`src/sv/dpfl_pkg.sv`:
```
// Shared types, constants and helpers for the dual-pool free-list allocator.
package dpfl_pkg;

  localparam int POOL_DEPTH = 1024;

  localparam int ADDR_W  = 32;
  localparam int SIZE_W  = 13;
  localparam int COUNT_W = 11;
  localparam int FREE_W  = 11;
  localparam int IDX_W   = (POOL_DEPTH > 1) ? $clog2(POOL_DEPTH) : 1;
  localparam int LVL_W   = $clog2(POOL_DEPTH + 1);
  localparam int CMP_W   = (LVL_W > COUNT_W) ? LVL_W : COUNT_W;
  localparam int SPAN_W  = SIZE_W + LVL_W;
  localparam int SH_W    = SIZE_W + IDX_W;
  localparam int DCNT_W  = $clog2(IDX_W + 1);
  localparam int START_W = ADDR_W + 1;
  localparam int END_W   = ADDR_W + 2;

  localparam int CFG_IDX_W  = 3;
  localparam int CFG_DATA_W = 32;

  localparam int IN_TDATA_W  = 32;
  localparam int IN_TUSER_W  = 3;
  localparam int OUT_TDATA_W = 48;
  localparam int OUT_TUSER_W = 4;

  localparam logic [CFG_IDX_W-1:0] CFG_BASE_ADDRESS  = 3'd0;
  localparam logic [CFG_IDX_W-1:0] CFG_BLOCK_SIZE_A  = 3'd1;
  localparam logic [CFG_IDX_W-1:0] CFG_BLOCK_COUNT_A = 3'd2;
  localparam logic [CFG_IDX_W-1:0] CFG_BLOCK_SIZE_B  = 3'd3;
  localparam logic [CFG_IDX_W-1:0] CFG_BLOCK_COUNT_B = 3'd4;

  typedef enum logic [1:0] {
    OP_ALLOC = 2'd0,
    OP_FREE  = 2'd1,
    OP_CLEAR = 2'd2
  } op_t;

  typedef enum logic [2:0] {
    ST_OK    = 3'd0,
    ST_EMPTY = 3'd1,
    ST_FULL  = 3'd2,
    ST_NULL  = 3'd3,
    ST_RANGE = 3'd4
  } status_t;

  typedef enum logic [3:0] {
    S_IDLE,
    S_SETTLE0,
    S_SETTLE1,
    S_DECODE,
    S_ALLOC_MUL,
    S_ALLOC_ADD,
    S_DIV,
    S_PUSH,
    S_CLEAR,
    S_DONE
  } state_t;

  typedef struct packed {
    logic    capture;
    logic    pop;
    logic    mul;
    logic    div_start;
    logic    div_step;
    logic    push;
    logic    clr_start;
    logic    clr_step;
    logic    clr_finish;
    logic    load_result;
    logic    use_alloc_addr;
    status_t res_status;
  } ctrl_cmd_t;

  typedef struct packed {
    logic [1:0] action;
    logic       null_addr;
    logic       out_of_range;
    logic       full;
    logic       empty;
    logic       div_done;
    logic       clr_done;
  } dp_stat_t;

  // Stack level as seen on the free_blocks field (low eleven bits).
  function automatic logic [FREE_W-1:0] free_field(input logic [LVL_W-1:0] lvl);
    logic [CMP_W-1:0] wide;
    wide = CMP_W'(lvl);
    return wide[FREE_W-1:0];
  endfunction

endpackage

```
`src/sv/dpfl_ctrl.sv`:
```
// Control state machine of the allocator: sequences decode, allocate, divide, push and refill.
module dpfl_ctrl (
  input  logic                 clk,
  input  logic                 rst,
  input  logic                 s_tvalid,
  output logic                 s_tready,
  output logic                 m_tvalid,
  input  logic                 m_tready,
  input  dpfl_pkg::dp_stat_t   stat,
  output dpfl_pkg::ctrl_cmd_t  cmd
);

  dpfl_pkg::state_t state;
  dpfl_pkg::state_t state_next;

  always_ff @(posedge clk) begin
    if (rst) begin
      state <= dpfl_pkg::S_IDLE;
    end else begin
      state <= state_next;
    end
  end

  always_comb begin
    state_next = state;
    cmd        = '0;
    cmd.res_status = dpfl_pkg::ST_OK;
    s_tready   = 1'b0;
    m_tvalid   = 1'b0;
    case (state)
      dpfl_pkg::S_IDLE: begin
        s_tready = 1'b1;
        if (s_tvalid) begin
          cmd.capture = 1'b1;
          state_next  = dpfl_pkg::S_SETTLE0;
        end
      end
      // The settle states let the pool bounds catch up with a register write.
      dpfl_pkg::S_SETTLE0: state_next = dpfl_pkg::S_SETTLE1;
      dpfl_pkg::S_SETTLE1: state_next = dpfl_pkg::S_DECODE;
      dpfl_pkg::S_DECODE: begin
        case (stat.action)
          dpfl_pkg::OP_ALLOC: begin
            if (stat.empty) begin
              cmd.load_result = 1'b1;
              cmd.res_status  = dpfl_pkg::ST_EMPTY;
              state_next      = dpfl_pkg::S_DONE;
            end else begin
              cmd.pop    = 1'b1;
              state_next = dpfl_pkg::S_ALLOC_MUL;
            end
          end
          dpfl_pkg::OP_FREE: begin
            if (stat.null_addr) begin
              cmd.load_result = 1'b1;
              cmd.res_status  = dpfl_pkg::ST_NULL;
              state_next      = dpfl_pkg::S_DONE;
            end else if (stat.out_of_range) begin
              cmd.load_result = 1'b1;
              cmd.res_status  = dpfl_pkg::ST_RANGE;
              state_next      = dpfl_pkg::S_DONE;
            end else if (stat.full) begin
              cmd.load_result = 1'b1;
              cmd.res_status  = dpfl_pkg::ST_FULL;
              state_next      = dpfl_pkg::S_DONE;
            end else begin
              cmd.div_start = 1'b1;
              state_next    = dpfl_pkg::S_DIV;
            end
          end
          dpfl_pkg::OP_CLEAR: begin
            cmd.clr_start = 1'b1;
            state_next    = dpfl_pkg::S_CLEAR;
          end
          default: begin
            cmd.load_result = 1'b1;
            state_next      = dpfl_pkg::S_DONE;
          end
        endcase
      end
      dpfl_pkg::S_ALLOC_MUL: begin
        cmd.mul    = 1'b1;
        state_next = dpfl_pkg::S_ALLOC_ADD;
      end
      dpfl_pkg::S_ALLOC_ADD: begin
        cmd.load_result    = 1'b1;
        cmd.use_alloc_addr = 1'b1;
        state_next         = dpfl_pkg::S_DONE;
      end
      dpfl_pkg::S_DIV: begin
        if (stat.div_done) begin
          state_next = dpfl_pkg::S_PUSH;
        end else begin
          cmd.div_step = 1'b1;
        end
      end
      dpfl_pkg::S_PUSH: begin
        cmd.push        = 1'b1;
        cmd.load_result = 1'b1;
        state_next      = dpfl_pkg::S_DONE;
      end
      dpfl_pkg::S_CLEAR: begin
        if (stat.clr_done) begin
          cmd.clr_finish  = 1'b1;
          cmd.load_result = 1'b1;
          state_next      = dpfl_pkg::S_DONE;
        end else begin
          cmd.clr_step = 1'b1;
        end
      end
      dpfl_pkg::S_DONE: begin
        m_tvalid = 1'b1;
        if (m_tready) begin
          state_next = dpfl_pkg::S_IDLE;
        end
      end
      default: state_next = dpfl_pkg::S_IDLE;
    endcase
  end

endmodule

```
`config.mk`:
```
export PLATFORM = sky130hd
export DESIGN_NAME = dpfl_ctrl
export DESIGN_NICKNAME = d
export VERILOG_FILES = /design/src/sv/dpfl_pkg.sv /design/src/sv/dpfl_ctrl.sv
export SDC_FILE = /design/constraint.sdc
export NUM_CORES = 1
export LEC_CHECK = 0
export ABC_AREA = 1
export ABC_CLOCK_PERIOD_IN_PS = 3400
export BUFFER_PORTS_ARGS = -buffer_cell sky130_fd_sc_hd__clkbuf_2
export CAP_MARGIN = 0
export CELL_PAD_IN_SITES_DETAIL_PLACEMENT = 1
export CELL_PAD_IN_SITES_GLOBAL_PLACEMENT = 1
export CORE_UTILIZATION = 27
export CTS_CLUSTER_SIZE = 16
export DETAILED_ROUTE_END_ITERATION = 8
export PLACE_DENSITY_LB_ADDON = 0.1
export SLEW_MARGIN = 15
export SYNTH_ARGS = -nofsm -noshare
export SYNTH_HDL_FRONTEND = slang
export SYNTH_SLANG_ARGS = --single-unit
```
`constraint.sdc`:
```
create_clock -name clk -period 3.4 [get_ports clk]
set_clock_uncertainty 0.1 [all_clocks]
set_input_delay 0.68 -clock clk [delete_from_list [all_inputs] [get_ports clk]]
set_output_delay 0.68 -clock clk [all_outputs]
set_load 0.02 [all_outputs]
```
==> metrics <==
Core Rows=14; Cell Chain, Critical Path=clkbuf_2 > inv_1 > nor2_1 > inv_1 > nor4_1 > clkbuf_2; largest register by flop count=state; sequential group share of total power=29.2%; Synth Area per Inst=between 5 and 6 µm²; Die H=43.30 µm; setup slack, reg-to-reg=roughly 2.1 ns; critical path depth=6; max-cap violations=0; flops & latches, synth=4; slew at the pin closest to its max-slew limit=0.3603 ns; most common cell after layout, fill and taps aside=clkbuf_2; Critical R2R Launch=state[2]; CP Buf/Inv Count=4; status=finished clean; routed length per placed instance=10.59 µm; reg2reg end=state[3]; TritonCTS Buffers=3; DRC errors left=0; IO Port Bufs=27; nets@finish=approximately 120; htree depth=1; initial antenna violation count=0; wire length of the first global-routing pass=2325 µm; die width=43.30 µm; Tot GR Track Use=16.96%; placed cell areas=just over 600 µm²; number of DRC markers in iteration 0=5; most frequent cells in the layout=clkbuf_2, inv_1, nor2_1; Seq/Total Area, Yosys=17.39%; switching power=95.79 µW; Crit. End Element=primary output; critical path's top delay family=buffers and inverters; unrepaired setup endpoints after global routing=false; combinational power share=43.5%; post-route ant nets=0; Mapped Cells=between 80 and 90; largest net degree at the start of global routing=9; critical path's slowest cell=nor4_1; worst skew pair latency=0.24 ns; Int Pwr=about 130 µW; dpl ws=around 1.0 ns; critical path type=in -> out; synthesized area=460.4 µm²; post-route minimum period=2.345 ns; Worst Hold Class=reg -> reg; Clock power frac=27.3%; Largest register FFs=4; I/O pin cnt=28; CP peak stage delay=around 0.22 ns; final setup fails=0; Lkg Pwr=~0.38 nW; Pwr per Cell Area=between 300 and 400 nW/µm²; CTS Sinks=4; worst r2r path cells=6; cts repair resizes=0; setup TNS=0 ns; core area=around 1500 µm²; router iterations before antenna repair=4; Final Instance Area=633.1 µm²; Slew Limit Fails=0; Initial Utilization=between 20% and 30%; TritonCTS clock tree=built; CP arrival=1.56 ns; f_max=0.4265 GHz; CTS Hold Bufs=0; yosys warns=0; Via-to-Cell Ratio=4.746; count of final hold-check violations=0; die area=1874 µm²; syn_nets=93; DP HPWL=~1100 µm; fill cell count=232; vias post-DR=roughly 600; layout cell share with drive strength beyond 1=a little under two fifths; Placer Congestion=0.8090; WL final=approximately 1300 µm; largest registers=state x4; Worst Setup SP=stat[6]; VDD IR max=137.2 µV; ANT cells=0; CP endpoint=cmd[2]; setup bufs post-CTS=0; post-route clock period utilization=between 60% and 70%; GRT overflow=0; critical path required time=between 2 and 3 ns; vias in the first global route=547; Clock Pin Slew Worst Setup and Hold Paths=0.04 ns; max_slew headroom=75.95%; Switching Fraction=43.36%; WHS=0.5401 ns; Area Growth Syn to Fin=37.50%; Crit Path Max Fanout=5; Distinct cells, synth=20; Root Buffer=clkbuf_4; CP Launch Type=input pin; CTS Buffer Depth=2; Worst Slack Setup Final=about 1.1 ns
## cell type report
cell class                 count  area [µm²]  share of cell area [%]
inverter                      20       75.07                   11.86
multi-input combinational     56       300.3                   47.43
tap                           16       20.02                   3.162
sequential                     4       80.08                   12.65
clock buffer                   3       22.52                   3.557
timing repair buffer          27       135.1                   21.34
## worst min-delay path by stage
stage | slack [ns] | cells past startpoint | from | end
after floorplan | 0.48 | 3 | state[3] | state[2]
after global placement | 0.53 | 2 | state[2] | state[2]
after detailed placement | 0.55 | 2 | state[2] | state[2]
after CTS | 0.55 | 2 | state[2] | state[2]
after global routing | 0.57 | 2 | rst | state[0]
final | 0.54 | 2 | state[2] | state[2]
## power by group through the flow
stage / clock (mW) / combinational (mW) / sequential (mW)
global placement: 0 / 0.0954 / 0.0659
detailed placement: 0 / 0.0964 / 0.0653
global route: 0.0664 / 0.108 / 0.0660
finish: 0.0603 / 0.0961 / 0.0645
CTS: 0.0627 / 0.0967 / 0.0647
floorplan: 0 / 0.0679 / 0.0629
## cell families after synthesis
logic type / count (synthesis) / synth area share (%)
buf+inv: 21 / 17.39
compound gates: 8 / 10.60
flops: 4 / 17.39
simple gates: 48 / 54.62
## worst min-delay path, stage by stage, from the launching register on
cell and delay [ns]:
dfxtp_1 0.41, nand2_1 0.11, a31oi_1 0.07
## routing by layer
layer  global-route usage (%)  part of all wire (%)  vias up
li1                         -                     -      316
met1                    23.53                    51      264
met2                    22.99                    43       16
met3                    6.383                   5.5        2
met4                    7.273                  0.37        0
met5                        0                     0        -
## cell usage after synthesis
cell type | instances | area share (%)
a21oi_1 | 3 | 3.3
inv_1 | 18 | 15
nor2_2 | 2 | 2.7
nor2_4 | 2 | 4.9
a21oi_2 | 2 | 3.8
nand2_4 | 1 | 2.4
nand3_2 | 2 | 4.3
nor4_1 | 2 | 2.7
nand2_2 | 1 | 1.4
nor3_1 | 4 | 4.3
nand3_1 | 8 | 8.7
nand3b_1 | 1 | 1.6
nand4_1 | 2 | 2.7
inv_2 | 2 | 1.6
o21ai_0 | 2 | 2.2
dfxtp_1 | 4 | 17
nand2_1 | 11 | 9.0
buf_2 | 1 | 1.1
nor2_1 | 12 | 9.8
a31oi_1 | 1 | 1.4
## per-stage QoR
step,utilization (%),total power [mW],std cells
3_5_place_dp,39.61,0.1617,123
3_3_place_gp,39.61,0.1612,123
5_1_grt,41.07,0.2403,126
6_report,41.07,0.2209,126
4_1_cts,41.07,0.2241,126
2_1_floorplan,-,0.1308,81
No activity file was read; power rests on OpenSTA's default activity.
